<file path="config.mk">
export PLATFORM = sky130hd
export DESIGN_NAME = lfu_cache_table_top
export DESIGN_NICKNAME = d
export VERILOG_FILES = /design/src/rtl/lfu_pkg.sv /design/src/rtl/lfu_dp.sv /design/src/rtl/lfu_ctrl.sv /design/src/rtl/lfu_cache_table_top.sv
export SDC_FILE = /design/constraint.sdc
export NUM_CORES = 2
export LEC_CHECK = 0
export BUFFER_PORTS_ARGS = -buffer_cell sky130_fd_sc_hd__buf_4
export CORE_MARGIN = 4
export CORE_UTILIZATION = 62
export DETAILED_ROUTE_END_ITERATION = 6
export GPL_TIMING_DRIVEN = 0
export PLACE_DENSITY = 0.76
export SLEW_MARGIN = 20
export SYNTH_ARGS = -nofsm -noshare
export SYNTH_HDL_FRONTEND = slang
export SYNTH_SLANG_ARGS = --single-unit
</file>
<file path="constraint.sdc">
create_clock -name clk -period 8.7 [get_ports clk]
set_input_delay 1.74 -clock clk [delete_from_list [all_inputs] [get_ports clk]]
set_output_delay 1.74 -clock clk [all_outputs]
set_load 0.02 [all_outputs]
</file>
<file path="src/rtl/lfu_pkg.sv">
// Shared types and constants for the LFU cache table.
`timescale 1ns / 1ps

package lfu_pkg;

	// Field widths fixed by the request and result formats.
	localparam int unsigned KEY_W = 32;
	localparam int unsigned VAL_W = 32;
	localparam int unsigned CAP_W = 5;

	// Capacity register value after reset.
	localparam logic [CAP_W-1:0] CAP_RESET = 5'd16;

	// Request type codes.
	localparam logic REQ_GET = 1'b0;
	localparam logic REQ_PUT = 1'b1;

	// Commands from the controller to the datapath.
	typedef struct packed {
		logic accept;     // capture the request and restart the scan
		logic ptr_clear;  // restart the entry pointer for the rank pass
		logic scan;       // lookup and victim search pass
		logic rank;       // recency rank update pass
		logic commit;     // write the target entry and load the result
	} cmd_t;

	// Status from the datapath to the controller.
	typedef struct packed {
		logic pass_done;  // every entry of the current pass has been handled
		logic need_rank;  // the request touches an entry, so ranks move
		logic out_free;   // the result register can take a new result
	} sts_t;

endpackage

</file>
<file path="src/rtl/lfu_dp.sv">
// Datapath of the LFU cache table: entry memories, scan logic and result register.
`timescale 1ns / 1ps

module lfu_dp #(
	parameter int unsigned ENTRIES    = 16,
	parameter int unsigned COUNT_BITS = 16
) (
	input  logic                                 clk,
	input  logic                                 arst_n,
	input  logic                                 cfg_we,
	input  logic [lfu_pkg::CAP_W-1:0]            cfg_wdata,
	input  logic                                 req_type,
	input  logic signed [lfu_pkg::KEY_W-1:0]     key,
	input  logic signed [lfu_pkg::VAL_W-1:0]     value,
	input  lfu_pkg::cmd_t                        cmd,
	output lfu_pkg::sts_t                        sts,
	output logic                                 out_valid,
	input  logic                                 out_stall,
	output logic                                 found,
	output logic signed [lfu_pkg::VAL_W-1:0]     read_value,
	output logic                                 evicted,
	output logic signed [lfu_pkg::KEY_W-1:0]     evicted_key
);

	localparam int unsigned IDX_W = (ENTRIES > 1) ? $clog2(ENTRIES) : 1;
	localparam int unsigned PTR_W = $clog2(ENTRIES + 1);
	localparam int unsigned CMP_W = (PTR_W > lfu_pkg::CAP_W) ? PTR_W : lfu_pkg::CAP_W;
	localparam logic [PTR_W-1:0] PTR_END = PTR_W'(ENTRIES);
	localparam logic [COUNT_BITS-1:0] COUNT_MAX = {COUNT_BITS{1'b1}};

	// Entry storage.
	logic [ENTRIES-1:0]             valid_q;
	logic [lfu_pkg::KEY_W-1:0]      key_mem   [ENTRIES];
	logic [lfu_pkg::VAL_W-1:0]      value_mem [ENTRIES];
	logic [COUNT_BITS-1:0]          cnt_mem   [ENTRIES];
	logic [IDX_W-1:0]               rank_mem  [ENTRIES];
	logic [PTR_W-1:0]               occ_q;
	logic [lfu_pkg::CAP_W-1:0]      cap_q;

	// Captured request.
	logic                           put_q;
	logic [lfu_pkg::KEY_W-1:0]      req_key_q;
	logic [lfu_pkg::VAL_W-1:0]      req_value_q;

	// Scan pointer and registered read stage.
	logic [PTR_W-1:0]               ptr_q;
	logic [IDX_W-1:0]               rd_addr;
	logic                           issue;
	logic                           live_scan_s1;
	logic                           live_rank_s1;
	logic                           valid_s1;
	logic [IDX_W-1:0]               idx_s1;
	logic [lfu_pkg::KEY_W-1:0]      key_s1;
	logic [lfu_pkg::VAL_W-1:0]      value_s1;
	logic [COUNT_BITS-1:0]          cnt_s1;
	logic [IDX_W-1:0]               rank_s1;

	// Scan findings.
	logic                           hit_found_q;
	logic [IDX_W-1:0]               hit_idx_q;
	logic [IDX_W-1:0]               hit_rank_q;
	logic [COUNT_BITS-1:0]          hit_cnt_q;
	logic [lfu_pkg::VAL_W-1:0]      hit_val_q;
	logic                           vic_found_q;
	logic [IDX_W-1:0]               vic_idx_q;
	logic [IDX_W-1:0]               vic_rank_q;
	logic [COUNT_BITS-1:0]          vic_cnt_q;
	logic [lfu_pkg::KEY_W-1:0]      vic_key_q;
	logic                           free_found_q;
	logic [IDX_W-1:0]               free_idx_q;

	// Decision and update values.
	logic                           key_match;
	logic                           take_hit;
	logic                           take_vic;
	logic                           take_free;
	logic [CMP_W-1:0]               cap_eff;
	logic                           do_insert;
	logic                           do_evict;
	logic [IDX_W-1:0]               slot;
	logic [COUNT_BITS-1:0]          cnt_next;
	logic [IDX_W-1:0]               rank_new;
	logic                           rank_wr;

	// Result register.
	logic                           res_valid_q;
	logic                           found_q;
	logic [lfu_pkg::VAL_W-1:0]      read_value_q;
	logic                           evicted_q;
	logic [lfu_pkg::KEY_W-1:0]      evicted_key_q;

	// Effective capacity and the decision taken once the scan is complete.
	always_comb begin
		if (CMP_W'(cap_q) > CMP_W'(ENTRIES)) begin
			cap_eff = CMP_W'(ENTRIES);
		end else begin
			cap_eff = CMP_W'(cap_q);
		end
		do_insert = !hit_found_q && put_q && (cap_eff != '0);
		do_evict  = do_insert && (CMP_W'(occ_q) >= cap_eff);
		if (hit_found_q) begin
			slot = hit_idx_q;
		end else if (do_evict) begin
			slot = vic_idx_q;
		end else begin
			slot = free_idx_q;
		end
		cnt_next = (hit_cnt_q == COUNT_MAX) ? hit_cnt_q : hit_cnt_q + COUNT_BITS'(1);
	end

	// New recency rank of a valid entry other than the touched one.
	always_comb begin
		if (hit_found_q) begin
			rank_new = (rank_s1 < hit_rank_q) ? rank_s1 + IDX_W'(1) : rank_s1;
		end else if (do_evict) begin
			rank_new = (rank_s1 > vic_rank_q) ? rank_s1 : rank_s1 + IDX_W'(1);
		end else begin
			rank_new = rank_s1 + IDX_W'(1);
		end
		rank_wr = live_rank_s1 && valid_s1 && (idx_s1 != slot);
	end

	// Comparisons for the entry that is in the read stage.
	always_comb begin
		key_match = live_scan_s1 && valid_s1 && !hit_found_q && (key_s1 == req_key_q);
		take_vic  = live_scan_s1 && valid_s1 && (!vic_found_q || (cnt_s1 < vic_cnt_q) ||
		            ((cnt_s1 == vic_cnt_q) && (rank_s1 > vic_rank_q)));
		take_free = live_scan_s1 && !valid_s1 && !free_found_q;
		take_hit  = key_match;
	end

	assign rd_addr = ptr_q[IDX_W-1:0];
	assign issue   = (cmd.scan || cmd.rank) && (ptr_q != PTR_END);

	// Status to the controller.
	always_comb begin
		sts.pass_done = (ptr_q == PTR_END) && !live_scan_s1 && !live_rank_s1;
		sts.need_rank = hit_found_q || do_insert;
		sts.out_free  = !res_valid_q || !out_stall;
	end

	// Control state: pointer, read stage flags, findings flags, occupancy, valid bits, capacity, result valid.
	always_ff @(posedge clk or negedge arst_n) begin
		if (!arst_n) begin
			ptr_q        <= '0;
			live_scan_s1 <= 1'b0;
			live_rank_s1 <= 1'b0;
			hit_found_q  <= 1'b0;
			vic_found_q  <= 1'b0;
			free_found_q <= 1'b0;
			occ_q        <= '0;
			valid_q      <= '0;
			cap_q        <= lfu_pkg::CAP_RESET;
			res_valid_q  <= 1'b0;
		end else begin
			if (cfg_we) begin
				cap_q <= cfg_wdata;
			end
			if (cmd.accept || cmd.ptr_clear) begin
				ptr_q <= '0;
			end else if (issue) begin
				ptr_q <= ptr_q + PTR_W'(1);
			end
			live_scan_s1 <= issue && cmd.scan;
			live_rank_s1 <= issue && cmd.rank;
			if (cmd.accept) begin
				hit_found_q  <= 1'b0;
				vic_found_q  <= 1'b0;
				free_found_q <= 1'b0;
			end else begin
				if (take_hit) begin
					hit_found_q <= 1'b1;
				end
				if (take_vic) begin
					vic_found_q <= 1'b1;
				end
				if (take_free) begin
					free_found_q <= 1'b1;
				end
			end
			if (cmd.commit && do_insert) begin
				valid_q[slot] <= 1'b1;
				if (!do_evict) begin
					occ_q <= occ_q + PTR_W'(1);
				end
			end
			if (cmd.commit) begin
				res_valid_q <= 1'b1;
			end else if (!out_stall) begin
				res_valid_q <= 1'b0;
			end
		end
	end

	// Request capture, read stage and findings payload.
	always_ff @(posedge clk) begin
		if (cmd.accept) begin
			put_q       <= (req_type == lfu_pkg::REQ_PUT);
			req_key_q   <= key;
			req_value_q <= value;
		end
		valid_s1 <= valid_q[rd_addr];
		idx_s1   <= rd_addr;
		if (take_hit) begin
			hit_idx_q  <= idx_s1;
			hit_rank_q <= rank_s1;
			hit_cnt_q  <= cnt_s1;
			hit_val_q  <= value_s1;
		end
		if (take_vic) begin
			vic_idx_q  <= idx_s1;
			vic_rank_q <= rank_s1;
			vic_cnt_q  <= cnt_s1;
			vic_key_q  <= key_s1;
		end
		if (take_free) begin
			free_idx_q <= idx_s1;
		end
	end

	// Key memory.
	always_ff @(posedge clk) begin
		if (cmd.commit && do_insert) begin
			key_mem[slot] <= req_key_q;
		end
		key_s1 <= key_mem[rd_addr];
	end

	// Value memory.
	always_ff @(posedge clk) begin
		if (cmd.commit && (do_insert || (hit_found_q && put_q))) begin
			value_mem[slot] <= req_value_q;
		end
		value_s1 <= value_mem[rd_addr];
	end

	// Use count memory.
	always_ff @(posedge clk) begin
		if (cmd.commit && (do_insert || hit_found_q)) begin
			cnt_mem[slot] <= hit_found_q ? cnt_next : COUNT_BITS'(1);
		end
		cnt_s1 <= cnt_mem[rd_addr];
	end

	// Recency rank memory: shifted during the rank pass, zeroed for the touched entry.
	always_ff @(posedge clk) begin
		if (cmd.commit && (do_insert || hit_found_q)) begin
			rank_mem[slot] <= '0;
		end else if (rank_wr) begin
			rank_mem[idx_s1] <= rank_new;
		end
		rank_s1 <= rank_mem[rd_addr];
	end

	// Result payload.
	always_ff @(posedge clk) begin
		if (cmd.commit) begin
			found_q       <= hit_found_q;
			read_value_q  <= (hit_found_q && !put_q) ? hit_val_q : '0;
			evicted_q     <= do_evict;
			evicted_key_q <= do_evict ? vic_key_q : '0;
		end
	end

	assign out_valid   = res_valid_q;
	assign found       = found_q;
	assign read_value  = read_value_q;
	assign evicted     = evicted_q;
	assign evicted_key = evicted_key_q;

endmodule

</file>
<file path="src/rtl/lfu_ctrl.sv">
// Controller state machine of the LFU cache table.
`timescale 1ns / 1ps

module lfu_ctrl (
	input  logic           clk,
	input  logic           arst_n,
	input  logic           in_valid,
	output logic           in_stall,
	input  lfu_pkg::sts_t  sts,
	output lfu_pkg::cmd_t  cmd
);

	typedef enum logic [1:0] {
		ST_IDLE,
		ST_SCAN,
		ST_RANK,
		ST_COMMIT
	} state_t;

	state_t state_q;
	logic   stall_q;

	// Command decode from the current state.
	always_comb begin
		cmd           = '0;
		cmd.accept    = (state_q == ST_IDLE) && in_valid;
		cmd.scan      = (state_q == ST_SCAN);
		cmd.ptr_clear = (state_q == ST_SCAN) && sts.pass_done;
		cmd.rank      = (state_q == ST_RANK);
		cmd.commit    = (state_q == ST_COMMIT) && sts.out_free;
	end

	// State and the registered request stall.
	always_ff @(posedge clk or negedge arst_n) begin
		if (!arst_n) begin
			state_q <= ST_IDLE;
			stall_q <= 1'b0;
		end else begin
			unique case (state_q)
				ST_IDLE: begin
					if (in_valid) begin
						state_q <= ST_SCAN;
						stall_q <= 1'b1;
					end
				end
				ST_SCAN: begin
					if (sts.pass_done) begin
						state_q <= sts.need_rank ? ST_RANK : ST_COMMIT;
					end
				end
				ST_RANK: begin
					if (sts.pass_done) begin
						state_q <= ST_COMMIT;
					end
				end
				ST_COMMIT: begin
					if (sts.out_free) begin
						state_q <= ST_IDLE;
						stall_q <= 1'b0;
					end
				end
				default: begin
					state_q <= ST_IDLE;
					stall_q <= 1'b0;
				end
			endcase
		end
	end

	assign in_stall = stall_q;

endmodule

</file>
<file path="src/rtl/lfu_cache_table_top.sv">
// Top level of the LFU cache table with LRU tie break.
//
//   channel   direction  handshake           payload
//   cfg       in         cfg_we              cfg_wdata (capacity in use)
//   request   in         in_valid/in_stall   req_type, key, value
//   result    out        out_valid/out_stall found, read_value, evicted, evicted_key
//
// A request makes one sequential pass over the entry memories for lookup and victim search;
// when an entry is touched (any request but a miss that stores nothing), a second pass
// rewrites the recency ranks.
// Reset clears all valid bits and the occupancy at once; no clearing pass is run.
// A finished result waits in the output register while out_stall is high; the next
// request is taken meanwhile and holds in its last step until the register frees.
`timescale 1ns / 1ps

module lfu_cache_table_top #(
	parameter int unsigned ENTRIES    = 16,
	parameter int unsigned COUNT_BITS = 16
) (
	input  logic                              clk,
	input  logic                              arst_n,
	input  logic                              cfg_we,
	input  logic [lfu_pkg::CAP_W-1:0]         cfg_wdata,
	input  logic                              in_valid,
	output logic                              in_stall,
	input  logic                              req_type,
	input  logic signed [lfu_pkg::KEY_W-1:0]  key,
	input  logic signed [lfu_pkg::VAL_W-1:0]  value,
	output logic                              out_valid,
	input  logic                              out_stall,
	output logic                              found,
	output logic signed [lfu_pkg::VAL_W-1:0]  read_value,
	output logic                              evicted,
	output logic signed [lfu_pkg::KEY_W-1:0]  evicted_key
);

	lfu_pkg::cmd_t cmd;
	lfu_pkg::sts_t sts;

	// Sequencer.
	lfu_ctrl u_ctrl (
		.clk      (clk),
		.arst_n   (arst_n),
		.in_valid (in_valid),
		.in_stall (in_stall),
		.sts      (sts),
		.cmd      (cmd)
	);

	// Entry storage and result register.
	lfu_dp #(
		.ENTRIES    (ENTRIES),
		.COUNT_BITS (COUNT_BITS)
	) u_dp (
		.clk         (clk),
		.arst_n      (arst_n),
		.cfg_we      (cfg_we),
		.cfg_wdata   (cfg_wdata),
		.req_type    (req_type),
		.key         (key),
		.value       (value),
		.cmd         (cmd),
		.sts         (sts),
		.out_valid   (out_valid),
		.out_stall   (out_stall),
		.found       (found),
		.read_value  (read_value),
		.evicted     (evicted),
		.evicted_key (evicted_key)
	);

endmodule

</file>
==> impl_metrics.csv <==
group,metric,value,unit
outcome,outcome,"completed",
power,seq_power_share,0.461,
critical_path,cp_slowest_cell,"nor2_4",
clocking,cts_tree,"yes",
sta,hold_ws,0.3820,ns
critical_path,worstSetupPathType,"reg -> reg",
critical_path,critical_path_arrival,5.05,ns
power,finalPower,0.02285,W
power,swShare,0.2824,
global_routing,track_usage,0.2908,
sta,period_minus_slack,4.581,ns
critical_path,required,9.17,ns
finish,fin_area,74220,µm²
clocking,clock-sinks,1720,
placed_design,dp.cells,4364,
placed_design,port_buffers,142,
critical_path,worstPathCellList,"nor2b_1 -> ha_1 -> nand2b_1 -> a31oi_1 -> o21ai_4 -> mux2i_1 -> o21ai_2 -> or3_1 -> nor2_4 -> buf_16",
power,combPwrFrac,0.229,
detailed_routing,vias,31150,
finish,fill_cells,5623,
global_routing,gr-total-overflow,0,
detailed_routing,drcViolationCount,0,
synthesis,synth_fp_nets,2888,
synthesis,ys_async_sr_fraction,0.02326,
synthesis,synth_flop_cell,"edfxtp_1",
sta,setup_slack,4.119,ns
detailed_routing,drt-total-wl,152.9,mm
power,irDropWorstVdd,0.0002373,V
detailed_routing,wire_per_inst,32.73,µm
sta,relSlewSlack,0.1897,
detailed_routing,detail-route-antenna-nets,0,
finish,layout_commonest_cell,"edfxtp_1",
detailed_routing,first_pass_iters,5,
synthesis,synthTopCellsByArea,"edfxtp_1 (75%), mux4_2 (15%), dfxtp_1 (2.8%), dfrtp_1 (1.5%), ha_1 (0.72%)",
global_routing,grt_first_pass_wirelength,223.1,mm
sta,tightest_slew,1.216,ns
finish,regArea,50560,µm²
clocking,clockBufferDepth,3,
detailed_routing,wl_met1,53.92,mm
finish,layout_common_cells,"edfxtp_1 (1591), mux4_2 (425), clkbuf_16 (167)",
power,power.density,307.9,nW/µm²
sta,post-route-period-util,0.5265,
floorplanning,num_rows,117,
floorplanning,die_h,329.3,µm
global_routing,grt_pass1_vias,32360,
finish,layout.nets,3273,
sta,rsz0062_at_grt,"no",
detailed_routing,drt_iter0_drc,4003,
floorplanning,die-area,108400,µm²
clocking,postCtsSetupBuffers,0,
synthesis,synth_top_cell_by_area,"edfxtp_1",
synthesis,synth_top_area_share,0.7466,
synthesis,ys_warn_count,0,
placed_design,place_area,68820,µm²
floorplanning,die_w,329.3,µm
clocking,clk_pin_slew_worst_paths,0.06,ns
global_routing,antenna_found_initial,3,
sta,hold_viol,0,
clocking,ctsHoldBuffers,0,
detailed_routing,top_layer,"met5",
job,drv_cap,0,
placed_design,place_ws,3.939,ns
power,p_leak,24.11,nW
sta,fin_skew,0.02543,ns
finish,final-instance-count-excl-fill,4671,
power,switchingPower,0.006455,W
clocking,cts-root-buf,"clkbuf_16",
floorplanning,coreArea,102200,µm²
finish,area_delta_synth_final,15.98,%
min_path,hold_path_class,"reg -> reg",
floorplanning,io_pins,143,
power,p_clk_frac,0.310,
floorplanning,start_util,0.6263,
sta,fmax,0.2183,GHz
detailed_routing,met3_length,13.20,mm
clocking,ctsResizeCount,0,
synthesis,synthDistinctLibCells,68,
placed_design,gp_congestion,0.8368,
synthesis,synth_cells,2776,
finish,drive_above_1_share,0.3137,
power,intPower,0.01640,W
finish,multi_input_comb_area,13250,µm²
placed_design,hpwl,91.79,mm
synthesis,ys_seq_area_frac,0.7901,
critical_path,critPathCaptureType,"register",
clocking,clk_latency,0.78,ns
critical_path,crit_path_start_kind,"register",
critical_path,critical_path.max_fanout,17,
critical_path,crit_buf_inv,1,
critical_path,cp_top_family,"simple AND/OR/NAND/NOR gates",
detailed_routing,via_per_inst,6.669,
detailed_routing,wl_met2,79.81,mm
critical_path,cp_slowest_stage_delay,0.73,ns
synthesis,syn_area,63990,µm²
clocking,numCtsBuffers,163,
synthesis,synth-edff-count,1591,
synthesis,syn_area_per_cell,23.05,µm²
sta,report.final.slew_viol_count,0,
sta,setup_violations,0,
global_routing,grt_start_max_net_pins,45,
synthesis,ys_ff_latch,1720,
clocking,h-tree-depth,4,
## logic make-up after synthesis
group / count (synthesis) / synth area share
xor+xnor: 55 / 0.007528
mux: 438 / 0.1522
flops: 1720 / 0.7901
compound gates: 69 / 0.007938
fa+ha+maj: 37 / 0.007234
buf+inv: 149 / 0.009033
simple gates: 308 / 0.02597
## final timing paths
check	slack (ns)	from	cells after the start	to
max	4.12	u_dp.cap_q[4]$_DFFE_PN1P_	10	u_dp.value_mem[7][9]$_DFFE_PP_
min	0.38	u_dp.ptr_q[3]$_DFFE_PN0P_	0	u_dp.idx_s1[3]$_DFF_P_
max reg2reg	4.12	u_dp.cap_q[4]$_DFFE_PN1P_	10	u_dp.value_mem[7][9]$_DFFE_PP_
min in group asynchronous	0.95	arst_n	1	u_dp.out_valid$_DFFE_PN0P_
min reg2reg	0.38	u_dp.ptr_q[3]$_DFFE_PN0P_	0	u_dp.idx_s1[3]$_DFF_P_
max in group asynchronous	7.35	arst_n	1	u_dp.occ_q[3]$_DFFE_PN0P_
## per-layer routing
layer	track usage	vias to the layer above
met1	0.3831	16440
met2	0.4948	1985
met5	0	-
met3	0.04941	384
met4	0.1141	6
li1	-	12340
## cell type report
cell class                      count  share of cell area
Timing Repair Buffer              220             0.03672
Clock buffer                      203             0.05907
Clock inverter                    103             0.01303
Buffer                            110            0.006339
Tap cell                         1368             0.02306
Inverter                           39            0.002040
Sequential cell                  1720              0.6812
Multi-Input combinational cell    907              0.1785
Antenna cell                        1          0.00003372
## power by group through the flow
stage	Clock [W]	Sequential [W]	Combinational [W]
6_report	0.00709	0.0105	0.00524
3_5_place_dp	0	0.0107	0.00515
4_1_cts	0.00716	0.0105	0.00525
5_1_grt	0.00755	0.0106	0.00550
3_3_place_gp	0	0.0107	0.00481
2_1_floorplan	0	0.0106	0.00328
## synth_stat cells, types with 3 or more instances
| cell | number |
|---|---|
| mux2i_1 | 3 |
| xor2_1 | 27 |
| a21oi_1 | 11 |
| and2_1 | 66 |
| mux4_2 | 425 |
| clkbuf_1 | 69 |
| edfxtp_1 | 1591 |
| ha_1 | 37 |
| mux2_2 | 7 |
| buf_1 | 31 |
| dfrtp_1 | 39 |
| dfxtp_1 | 89 |
| and3_1 | 9 |
| nand4_1 | 17 |
| nand2_1 | 35 |
| inv_1 | 39 |
| xnor2_1 | 28 |
| o211ai_1 | 3 |
| a31oi_1 | 7 |
| nor2b_1 | 9 |
| nand3_1 | 27 |
| o21ai_0 | 11 |
| nor3_1 | 14 |
| o21a_1 | 7 |
| a21o_1 | 6 |
| or2_1 | 5 |
| buf_2 | 9 |
| nor2_1 | 84 |
| nor4_1 | 5 |
| nand2b_1 | 3 |
| or2_2 | 12 |
## state kept, by name (all words and copies together) (netlist names), 64 cells and up
| register | count |
|---|---|
| u_dp.value_mem | 512 |
| u_dp.cnt_mem | 256 |
| u_dp.rank_mem | 64 |
| u_dp.key_mem | 512 |
## worst register-to-register path, stage by stage, from the launching register on
cell,delay [ns]
dfstp_2,0.56
nor2b_1,0.07
ha_1,0.26
nand2b_1,0.11
a31oi_1,0.14
o21ai_4,0.48
mux2i_1,0.61
o21ai_2,0.42
or3_1,0.61
nor2_4,0.73
buf_16,0.27
## per-stage QoR
step | utilization | TNS, ns
floorplan | - | 0
global placement | 0.6534 | -2541.73
detailed placement | 0.6735 | 0
CTS | 0.7259 | 0
global route | 0.7263 | 0
finish | 0.7263 | 0
Note: power is estimated with default switching activity, not from simulation.
